--- src/rtl/assert_macros.svh ---
// Assertion macros shared by the RTL of the fan PID regulator.
// Simulation builds get concurrent assertions; synthesis builds get empty bodies.
`ifndef ASSERT_MACROS_SVH
`define ASSERT_MACROS_SVH
`ifndef SYNTHESIS
// Property that must hold at every clock edge outside reset.
`define FPID_ASSERT(lbl, clk, rst_n, prop) \
	lbl: assert property (@(posedge clk) disable iff (!rst_n) prop) \
	else $error("%m: assertion failed");
// Condition that must never be true outside reset.
`define FPID_NEVER(lbl, clk, rst_n, cond) \
	lbl: assert property (@(posedge clk) disable iff (!rst_n) !(cond)) \
	else $error("%m: forbidden condition seen");
`else
`define FPID_ASSERT(lbl, clk, rst_n, prop)
`define FPID_NEVER(lbl, clk, rst_n, cond)
`endif
`endif

--- src/rtl/fpid_pkg.sv ---
// Package of the fan PID regulator: widths, codes, sequencer states and duty table.
// Used by fan_pid_temperature_control_core; depends on nothing else.
package fpid_pkg;

	// Field widths
	localparam int TEMP_W  = 17;
	localparam int GAIN_W  = 16;
	localparam int LEVEL_W = 8;
	localparam int INTEG_W = 32;
	localparam int DELTA_W = 18;
	localparam int DUTY_W  = 16;
	localparam int STAT_W  = 2;
	localparam int ADDR_W  = 5;
	localparam int DATA_W  = 32;

	// Datapath widths: product of the shared multiplier, accumulator, scaled sum
	localparam int PROD_W = INTEG_W + GAIN_W;
	localparam int ACC_W  = PROD_W + 2;
	localparam int CAND_W = ACC_W - 16;

	// Fan constants
	localparam int PWM_MAX   = 255;
	localparam int PERIOD_NS = 40000;

	// Register indexes on the configuration port
	localparam logic [2:0] REG_TARGET_TEMP    = 3'd0;
	localparam logic [2:0] REG_OVERHEAT_TEMP  = 3'd1;
	localparam logic [2:0] REG_GAIN_P         = 3'd2;
	localparam logic [2:0] REG_GAIN_I         = 3'd3;
	localparam logic [2:0] REG_GAIN_D         = 3'd4;
	localparam logic [2:0] REG_PWM_FLOOR      = 3'd5;
	localparam logic [2:0] REG_START_PWM      = 3'd6;
	localparam logic [2:0] REG_START_INTEGRAL = 3'd7;

	// Request kinds
	localparam logic REQ_SAMPLE  = 1'b0;
	localparam logic REQ_RESTART = 1'b1;

	// Result status codes
	localparam logic [STAT_W-1:0] STAT_REGULATED = 2'd0;
	localparam logic [STAT_W-1:0] STAT_OVERHEAT  = 2'd1;
	localparam logic [STAT_W-1:0] STAT_NO_BOARDS = 2'd2;
	localparam logic [STAT_W-1:0] STAT_RESTART   = 2'd3;

	// Sequencer states
	typedef enum logic [3:0] {
		ST_IDLE,
		ST_UPDATE,
		ST_MUL_P,
		ST_MUL_I,
		ST_MUL_D,
		ST_ACC,
		ST_SCALE,
		ST_APPLY,
		ST_FINISH
	} fpid_state_t;

	// Duty in nanoseconds for every PWM level, built at elaboration.
	typedef logic [DUTY_W-1:0] duty_lut_t [2**LEVEL_W];

	function automatic duty_lut_t build_duty_lut();
		duty_lut_t lut;
		for (int i = 0; i < 2**LEVEL_W; i++) begin
			lut[i] = DUTY_W'((PERIOD_NS * i) / PWM_MAX);
		end
		return lut;
	endfunction

	localparam duty_lut_t DUTY_LUT = build_duty_lut();

endpackage

--- src/rtl/fan_pid_temperature_control_core.sv ---
// Fan PID regulator: request sequencer, shared multiplier datapath and config registers.
// Depends on fpid_pkg and assert_macros.svh.
//
// A regulated sample goes through update, the P, I and D passes of the one 32x16 multiplier,
// accumulate, scale, apply (clamp) and finish; restart and overheat go from update to apply
// and finish; a sample with no boards goes from update to finish. One request is in work at
// a time: no new request is taken until the result of the last one is loaded.
// Reset (arst_n low) loads the register defaults and clears the loop state to warm-up mode.
`include "assert_macros.svh"

module fan_pid_temperature_control_core (
	input  logic                                 clk,
	input  logic                                 arst_n,
	// Request channel
	input  logic                                 in_valid,
	output logic                                 in_ready,
	input  logic                                 req_type,
	input  logic signed [fpid_pkg::TEMP_W-1:0]   temperature,
	input  logic                                 boards_active,
	// Result channel
	output logic                                 out_valid,
	input  logic                                 out_ready,
	output logic [fpid_pkg::LEVEL_W-1:0]         pwm_level,
	output logic [fpid_pkg::DUTY_W-1:0]          duty_ns,
	output logic                                 written,
	output logic [fpid_pkg::STAT_W-1:0]          status,
	// Configuration port
	input  logic                                 psel,
	input  logic                                 penable,
	input  logic                                 pwrite,
	input  logic [fpid_pkg::ADDR_W-1:0]          paddr,
	input  logic [fpid_pkg::DATA_W-1:0]          pwdata,
	output logic [fpid_pkg::DATA_W-1:0]          prdata,
	output logic                                 pready
);
	import fpid_pkg::*;

	// Sequencer
	fpid_state_t state_q, state_d;

	// Configuration registers
	logic signed [TEMP_W-1:0]  target_temp_q, overheat_temp_q;
	logic signed [GAIN_W-1:0]  gain_p_q, gain_i_q, gain_d_q;
	logic [LEVEL_W-1:0]        pwm_floor_q, start_pwm_q;
	logic signed [INTEG_W-1:0] start_integral_q;

	// Loop state
	logic signed [TEMP_W-1:0]  last_error_q;
	logic signed [INTEG_W-1:0] integral_q;
	logic signed [DELTA_W-1:0] error_delta_q;
	logic                      pid_mode_q;
	logic [LEVEL_W-1:0]        applied_level_q;

	// Captured request
	logic                      req_type_q;
	logic signed [TEMP_W-1:0]  temp_q;
	logic                      boards_q;

	// Datapath registers
	logic signed [PROD_W-1:0]  prod_q;
	logic signed [ACC_W-1:0]   acc_q;
	logic signed [CAND_W-1:0]  cand_q;
	logic                      written_q;
	logic [STAT_W-1:0]         status_q;

	// Result register
	logic                      out_valid_q;
	logic [LEVEL_W-1:0]        pwm_level_q;
	logic [DUTY_W-1:0]         duty_ns_q;
	logic                      written_out_q;
	logic [STAT_W-1:0]         status_out_q;

	// Control decoded from the state
	logic in_fire, cfg_we, out_load;
	logic is_restart, no_boards, is_overheat;

	// Update arithmetic
	logic signed [DELTA_W-1:0] err_wide, delta_new;
	logic signed [TEMP_W-1:0]  err_sat;
	logic signed [TEMP_W-8:0]  temp_deg, target_deg;
	logic signed [INTEG_W:0]   int_step, int_sum;
	logic signed [INTEG_W-1:0] int_sat;
	logic                      warm_equal;

	// Shared multiplier and level logic
	logic signed [INTEG_W-1:0] mul_a;
	logic signed [GAIN_W-1:0]  mul_b;
	logic signed [PROD_W-1:0]  mul_prod;
	logic signed [ACC_W-1:0]   prod_ext, acc_adj;
	logic [LEVEL_W-1:0]        level_clamped;

	// Configuration write and read
	assign pready = 1'b1;
	assign cfg_we = psel & penable & pwrite;

	always_comb begin
		case (paddr[4:2])
			REG_TARGET_TEMP:    prdata = DATA_W'(target_temp_q);
			REG_OVERHEAT_TEMP:  prdata = DATA_W'(overheat_temp_q);
			REG_GAIN_P:         prdata = DATA_W'(gain_p_q);
			REG_GAIN_I:         prdata = DATA_W'(gain_i_q);
			REG_GAIN_D:         prdata = DATA_W'(gain_d_q);
			REG_PWM_FLOOR:      prdata = {{(DATA_W-LEVEL_W){1'b0}}, pwm_floor_q};
			REG_START_PWM:      prdata = {{(DATA_W-LEVEL_W){1'b0}}, start_pwm_q};
			REG_START_INTEGRAL: prdata = start_integral_q;
			default:            prdata = '0;
		endcase
	end

	// Request kind decode from the captured request
	assign is_restart  = (req_type_q == REQ_RESTART);
	assign no_boards   = !boards_q;
	assign is_overheat = (temp_q > overheat_temp_q);

	// Next-state logic
	always_comb begin
		state_d = state_q;
		case (state_q)
			ST_IDLE: begin
				if (in_valid) state_d = ST_UPDATE;
			end
			ST_UPDATE: begin
				if (is_restart) state_d = ST_APPLY;
				else if (no_boards) state_d = ST_FINISH;
				else if (is_overheat) state_d = ST_APPLY;
				else state_d = ST_MUL_P;
			end
			ST_MUL_P: state_d = ST_MUL_I;
			ST_MUL_I: state_d = ST_MUL_D;
			ST_MUL_D: state_d = ST_ACC;
			ST_ACC:   state_d = ST_SCALE;
			ST_SCALE: state_d = ST_APPLY;
			ST_APPLY: state_d = ST_FINISH;
			ST_FINISH: begin
				if (out_load) state_d = ST_IDLE;
			end
			default: state_d = ST_IDLE;
		endcase
	end

	// Output decode of the sequencer
	always_comb begin
		in_ready = 1'b0;
		out_load = 1'b0;
		case (state_q)
			ST_IDLE:   in_ready = 1'b1;
			ST_FINISH: out_load = !out_valid_q || out_ready;
			default: begin
				in_ready = 1'b0;
				out_load = 1'b0;
			end
		endcase
	end

	assign in_fire = in_valid & in_ready;

	// Error, its saturation to the stored width and the new derivative term
	assign err_wide = {temp_q[TEMP_W-1], temp_q} - {target_temp_q[TEMP_W-1], target_temp_q};

	always_comb begin
		if (err_wide[DELTA_W-1] != err_wide[DELTA_W-2]) begin
			err_sat = err_wide[DELTA_W-1] ? {1'b1, {(TEMP_W-1){1'b0}}}
			                              : {1'b0, {(TEMP_W-1){1'b1}}};
		end else begin
			err_sat = err_wide[TEMP_W-1:0];
		end
	end

	assign delta_new = {err_sat[TEMP_W-1], err_sat} - {last_error_q[TEMP_W-1], last_error_q};

	// Whole degrees, truncated toward zero
	assign temp_deg = (TEMP_W-7)'(temp_q >>> 8)
		+ $signed({{(TEMP_W-8){1'b0}}, temp_q[TEMP_W-1] && (temp_q[7:0] != 8'd0)});
	assign target_deg = (TEMP_W-7)'(target_temp_q >>> 8)
		+ $signed({{(TEMP_W-8){1'b0}},
			target_temp_q[TEMP_W-1] && (target_temp_q[7:0] != 8'd0)});
	assign warm_equal = (temp_deg == target_deg);

	// Integral step and saturating add
	always_comb begin
		if (pid_mode_q) begin
			int_step = (INTEG_W+1)'(err_sat);
		end else if (temp_deg < target_deg) begin
			int_step = -(INTEG_W+1)'(128);
		end else begin
			int_step = (INTEG_W+1)'(256);
		end
	end

	assign int_sum = {integral_q[INTEG_W-1], integral_q} + int_step;

	always_comb begin
		if (int_sum[INTEG_W] != int_sum[INTEG_W-1]) begin
			int_sat = int_sum[INTEG_W] ? {1'b1, {(INTEG_W-1){1'b0}}}
			                           : {1'b0, {(INTEG_W-1){1'b1}}};
		end else begin
			int_sat = int_sum[INTEG_W-1:0];
		end
	end

	// Operand selection for the shared multiplier
	always_comb begin
		case (state_q)
			ST_MUL_P: begin
				mul_a = INTEG_W'(last_error_q);
				mul_b = gain_p_q;
			end
			ST_MUL_I: begin
				mul_a = integral_q;
				mul_b = gain_i_q;
			end
			ST_MUL_D: begin
				mul_a = INTEG_W'(error_delta_q);
				mul_b = gain_d_q;
			end
			default: begin
				mul_a = '0;
				mul_b = '0;
			end
		endcase
	end

	assign mul_prod = mul_a * mul_b;
	assign prod_ext = {{(ACC_W-PROD_W){prod_q[PROD_W-1]}}, prod_q};

	// Division by 65536 rounding toward zero
	assign acc_adj = acc_q + (acc_q[ACC_W-1] ? ACC_W'(65535) : ACC_W'(0));

	// Clamp: the floor wins over the ceiling
	always_comb begin
		if (cand_q < $signed({{(CAND_W-LEVEL_W){1'b0}}, pwm_floor_q})) begin
			level_clamped = pwm_floor_q;
		end else if (cand_q > CAND_W'(PWM_MAX)) begin
			level_clamped = LEVEL_W'(PWM_MAX);
		end else begin
			level_clamped = cand_q[LEVEL_W-1:0];
		end
	end

	// Control state, configuration and loop state
	always_ff @(posedge clk or negedge arst_n) begin
		if (!arst_n) begin
			state_q          <= ST_IDLE;
			target_temp_q    <= TEMP_W'(17920);
			overheat_temp_q  <= TEMP_W'(23040);
			gain_p_q         <= '0;
			gain_i_q         <= GAIN_W'(256);
			gain_d_q         <= '0;
			pwm_floor_q      <= '0;
			start_pwm_q      <= LEVEL_W'(255);
			start_integral_q <= '0;
			last_error_q     <= '0;
			integral_q       <= '0;
			error_delta_q    <= '0;
			pid_mode_q       <= 1'b0;
			applied_level_q  <= '0;
			out_valid_q      <= 1'b0;
		end else begin
			state_q <= state_d;

			if (cfg_we) begin
				case (paddr[4:2])
					REG_TARGET_TEMP:    target_temp_q    <= pwdata[TEMP_W-1:0];
					REG_OVERHEAT_TEMP:  overheat_temp_q  <= pwdata[TEMP_W-1:0];
					REG_GAIN_P:         gain_p_q         <= pwdata[GAIN_W-1:0];
					REG_GAIN_I:         gain_i_q         <= pwdata[GAIN_W-1:0];
					REG_GAIN_D:         gain_d_q         <= pwdata[GAIN_W-1:0];
					REG_PWM_FLOOR:      pwm_floor_q      <= pwdata[LEVEL_W-1:0];
					REG_START_PWM:      start_pwm_q      <= pwdata[LEVEL_W-1:0];
					REG_START_INTEGRAL: start_integral_q <= pwdata;
					default:            start_integral_q <= start_integral_q;
				endcase
			end

			// Loop state update for the captured request
			if (state_q == ST_UPDATE) begin
				if (is_restart) begin
					integral_q <= start_integral_q;
				end else if (!no_boards && !is_overheat) begin
					if (pid_mode_q) begin
						last_error_q  <= err_sat;
						error_delta_q <= delta_new;
						integral_q    <= int_sat;
					end else if (warm_equal) begin
						pid_mode_q <= 1'b1;
					end else begin
						integral_q <= int_sat;
					end
				end
			end

			if (state_q == ST_APPLY) begin
				applied_level_q <= level_clamped;
			end

			// Result valid flag
			if (out_load) begin
				out_valid_q <= 1'b1;
			end else if (out_ready) begin
				out_valid_q <= 1'b0;
			end
		end
	end

	// Payload registers
	always_ff @(posedge clk) begin
		if (in_fire) begin
			req_type_q <= req_type;
			temp_q     <= temperature;
			boards_q   <= boards_active;
		end

		// Choose the starting point of the result for each request kind
		if (state_q == ST_UPDATE) begin
			written_q <= 1'b0;
			if (is_restart) begin
				cand_q   <= $signed({{(CAND_W-LEVEL_W){1'b0}}, start_pwm_q});
				status_q <= STAT_RESTART;
			end else if (no_boards) begin
				status_q <= STAT_NO_BOARDS;
			end else if (is_overheat) begin
				cand_q   <= CAND_W'(PWM_MAX);
				status_q <= STAT_OVERHEAT;
			end else begin
				status_q <= STAT_REGULATED;
			end
		end

		// Multiply and accumulate the three terms
		case (state_q)
			ST_MUL_P: prod_q <= mul_prod;
			ST_MUL_I: begin
				prod_q <= mul_prod;
				acc_q  <= prod_ext;
			end
			ST_MUL_D: begin
				prod_q <= mul_prod;
				acc_q  <= acc_q + prod_ext;
			end
			ST_ACC:   acc_q  <= acc_q + prod_ext;
			ST_SCALE: cand_q <= acc_adj[ACC_W-1:16];
			default:  prod_q <= prod_q;
		endcase

		if (state_q == ST_APPLY) begin
			written_q <= (level_clamped != applied_level_q);
		end

		if (out_load) begin
			pwm_level_q   <= applied_level_q;
			duty_ns_q     <= DUTY_LUT[applied_level_q];
			written_out_q <= written_q;
			status_out_q  <= status_q;
		end
	end

	assign out_valid = out_valid_q;
	assign pwm_level = pwm_level_q;
	assign duty_ns   = duty_ns_q;
	assign written   = written_out_q;
	assign status    = status_out_q;

	// Checks on the sequencer and the result
	`FPID_ASSERT(a_busy_after_request, clk, arst_n, in_fire |=> !in_ready)
	`FPID_ASSERT(a_result_loaded, clk, arst_n, out_load |=> out_valid_q)
	`FPID_ASSERT(a_duty_in_range, clk, arst_n, out_valid_q |-> duty_ns_q <= DUTY_W'(PERIOD_NS))
	`FPID_NEVER(a_pid_mode_sticky, clk, arst_n, $fell(pid_mode_q))
	`FPID_ASSERT(a_overheat_full, clk, arst_n, out_valid_q && status_out_q == STAT_OVERHEAT |-> pwm_level_q == LEVEL_W'(PWM_MAX))

endmodule
--- config.mk ---
export PLATFORM = sky130hd
export DESIGN_NAME = fan_pid_temperature_control_core
export DESIGN_NICKNAME = d
export VERILOG_FILES = /design/src/rtl/fpid_pkg.sv /design/src/rtl/fan_pid_temperature_control_core.sv
export VERILOG_INCLUDE_DIRS = /design/src /design/src/rtl
export SDC_FILE = /design/constraint.sdc
export NUM_CORES = 2
export LEC_CHECK = 0
export ABC_AREA = 1
export BUFFER_PORTS_ARGS = -buffer_cell sky130_fd_sc_hd__clkbuf_2
export CORE_MARGIN = 4
export CORE_UTILIZATION = 65
export CTS_CLUSTER_SIZE = 40
export DETAILED_ROUTE_END_ITERATION = 10
export PLACE_DENSITY = 0.78
export SYNTH_ARGS = -nofsm -noshare
export SYNTH_HDL_FRONTEND = slang
export SYNTH_SLANG_ARGS = --single-unit
--- constraint.sdc ---
create_clock -name clk -period 16.25 [get_ports clk]
set_clock_uncertainty 0.1 [all_clocks]
set_input_delay 4.875 -clock clk [delete_from_list [all_inputs] [get_ports clk]]
set_output_delay 4.875 -clock clk [all_outputs]
set_load 0.01 [all_outputs]
==> impl_metrics.json <==
{
  "setup_viol": 0,
  "cp_max_fo": 17,
  "top_level_ports": 125,
  "fin_crit_sh_pct": 75.75,
  "synth_async_sr_flop_share_pct": 53.83,
  "finalWeightedCongestion": 1.026,
  "clockRootBuffer": "clkbuf_16",
  "drive_gt1_share_pct": 5.385,
  "cellLeakagePower_nw": 27.27,
  "die_area_um2": 79980,
  "drt_wl_total_um": 155000,
  "final_cell_mix": "1,822 x nand2_1, 1,362 x inv_1, 501 x nor2_1",
  "cts_max_path_buffers": 3,
  "cts_setup_buffers": 0,
  "fin_setup_tns_ns": 0,
  "critical_path_required_ns": 11.27,
  "clk_pin_slew_worst_paths_ns": 0.06,
  "grt_pass1_vias": 45880,
  "status": "complete, but fails checks",
  "initial_core_util_pct": 65.72,
  "first_pass_iters": 11,
  "dp_hpwl_um": 119300,
  "cts_tree": "done",
  "nFillCells": 6372,
  "fp.dieH_um": 282.8,
  "rows": 100,
  "io_buffers": 121,
  "die_x_um": 282.8,
  "stdcell_count": 7803,
  "core-area_um2": 74700,
  "routed_via_density": 5.959,
  "drv_slew": 0,
  "drt-wirelength-per-cell_um": 19.87,
  "finalCriticalPeriod_ns": 12.31,
  "dp_cells": 7718,
  "synth.ff_latch_count": 392,
  "ctsResizeCount": 0,
  "ys_dominant_reg_cell": "dfrtp_1",
  "ant_nets": 0,
  "syn_area_per_cell_um2": 7.232,
  "critPathCaptureType": "output port",
  "n_antenna_cell": 0,
  "seq_area_frac_synth_pct": 21.87,
  "synth_cell_types": 66,
  "drc": 1,
  "grt_max_degree": 86,
  "hold_buffers": 0,
  "rsz0062_at_grt": "false",
  "worst_pin_slew_ns": 1.288,
  "synth_edf_count": 181,
  "slew_headroom_pct": 13.81,
  "synth_fp_nets": 7638,
  "crit_path_start_kind": "primary input",
  "syn_inst": 6788,
  "layout_commonest_cell": "nand2_1",
  "htreeDepth": 2,
  "grt_overflow": 0,
  "path_cells": "clkbuf_2, nand2_1, clkinv_1, nand2_1, o21ai_0, nor2_1, o211ai_1, clkbuf_2",
  "vias": 46500,
  "crit_type": "primary input to output port",
  "cap_violations": 0,
  "grt_pass1_wl_um": 244100,
  "path_buf_inv": 3,
  "violations": "DRC",
  "cts_buffers": 46,
  "clk_latency_ns": 0.60,
  "slowest_delay_ns": 0.98,
  "critical_path.top_delay_family": "simple AND/OR/NAND/NOR gates",
  "ir_drop_uv": 197.3,
  "grt_antenna_before_repair": 1,
  "final_nets": 7647,
  "powerDensity_nw_per_um2": 167.6,
  "synth_area_um2": 49090,
  "cp.arrival_ns": 7.33,
  "clock-sinks": 392,
  "yosysWarnings": 0,
  "fmaxAchievable_mhz": 81.24,
  "hold_violations": 0,
  "grtUsageTotal_pct": 38.84,
  "cp_slowest_cell": "nor2_1",
  "area_growth_pct": 6.120,
  "dr.first_iter.drc_count": 4792,
  "hold_class": "register to register"
}
## registers in the layout, summed over array words and instances (netlist names), 16 cells and up
name,count
cand_q,34
gain_p_q,16
temp_q,17
overheat_temp_q,17
target_temp_q,17
duty_ns,16
acc_q,50
last_error_q,17
gain_i_q,16
start_integral_q,32
gain_d_q,16
error_delta_q,18
prod_q,48
integral_q,32
## Yosys cell counts, types with 76 or more instances
cell / instances / area share, %
a21oi_1: 381 / 3.9
fa_1: 490 / 20
o21ai_0: 412 / 4.2
buf_2: 76 / 0.77
nand3_1: 240 / 2.4
dfrtp_1: 195 / 9.9
xor2_1: 84 / 1.5
inv_1: 1362 / 10
nor2_1: 503 / 3.8
clkbuf_1: 129 / 0.99
nand2_1: 1825 / 14
edfxtp_1: 181 / 11
ha_1: 297 / 7.6
## per-stage QoR
| step | power [mW] | utilization [%] | hold WS (ns) | setup WS (ns) | cell area [µm²] |
|---|---|---|---|---|---|
| final | 8.731 | 69.74 | 0.3813 | 3.941 | 52090 |
| after global routing | 9.396 | 69.74 | 0.3986 | 3.760 | 52090 |
| after CTS | 8.577 | 69.74 | 0.3826 | 4.042 | 52090 |
| after global placement | 7.352 | 67.61 | 0.3658 | 4.164 | 50500 |
| after floorplan | 5.751 | - | 0.3003 | 5.098 | 49090 |
| after detailed placement | 7.444 | 67.61 | 0.3671 | 4.045 | 50500 |
## logic make-up (layout without fill, tap and decap cells)
family | after synthesis | in the layout | share of synthesized area [%]
AO/OA/AOI/OAI | 1100 | 1100 | 12.85
XOR/XNOR | 133 | 133 | 2.373
adder cells (fa/ha/maj) | 787 | 787 | 27.55
buffers and inverters | 1596 | 1642 | 12.45
flip-flops | 392 | 392 | 21.87
other | 1 | 1 | 0.007639
AND/OR/NAND/NOR | 2779 | 2779 | 22.90
## final cells by class
cell class | instances | area, µm² | share of cell area, %
Clock buffer | 58 | 1287 | 2.471
Clock inverter | 27 | 304.0 | 0.5836
Inverter | 1383 | 5191 | 9.965
Multi-Input combinational cell | 4800 | 32350 | 62.10
Sequential cell | 392 | 10740 | 20.61
Tap cell | 969 | 1212 | 2.327
Timing Repair Buffer | 174 | 1013 | 1.945
## path summary, 6_finish.rpt
| kind | end | startpoint | depth (start not counted) | slack (ns) |
|---|---|---|---|---|
| worst max-delay path | prdata[23] | paddr[4] | 8 | 3.94 |
| worst min-delay path | error_delta_q[1] | error_delta_q[1] | 2 | 0.38 |
| worst max register to register | prod_q[46] | state_q[2] | 26 | 7.36 |
| worst min register to register | error_delta_q[1] | error_delta_q[1] | 2 | 0.38 |
| min in group asynchronous | integral_q[27] | arst_n | 1 | 4.18 |
| max in group asynchronous | applied_level_q[3] | arst_n | 2 | 10.44 |
## worst reg2reg max path: stages, from the launching register on
cell and delay, ns:
dfrtp_1 0.41, nor2_1 0.19, inv_2 0.12, nor2_2 0.57
inv_2 0.53, o221ai_2 0.28, buf_4 0.51, nand2_1 0.31
fa_1 0.60, inv_1 0.07, fa_1 0.80, fa_1 0.60
fa_1 0.55, fa_1 0.56, inv_1 0.06, fa_1 0.68
inv_1 0.08, ha_1 0.32, inv_1 0.08, nor3_1 0.25
nand2_1 0.12, nor4_1 0.20, inv_1 0.08, or2_2 0.31
nand2_1 0.07, nor2_1 0.04, xnor2_1 0.13
## where the power goes
| part | internal, mW | leakage [nW] | switching (mW) | total [mW] |
|---|---|---|---|---|
| Sequential | 1.50 | 4.35 | 0.370 | 1.87 |
| Clock | 0.644 | 0.777 | 0.450 | 1.09 |
| Combinational | 1.78 | 22.1 | 3.99 | 5.77 |
| Total | 3.92 | 27.3 | 4.81 | 8.73 |
## layer usage
layer	global-route usage (%)	share of wire, %	up-vias
li1	-	-	21320
met1	51.24	39	22110
met2	62.17	45	2521
met3	7.997	10	546
met4	18.07	5.5	2
met5	0	0.0097	-
No activity file was read; power rests on OpenSTA's default activity.
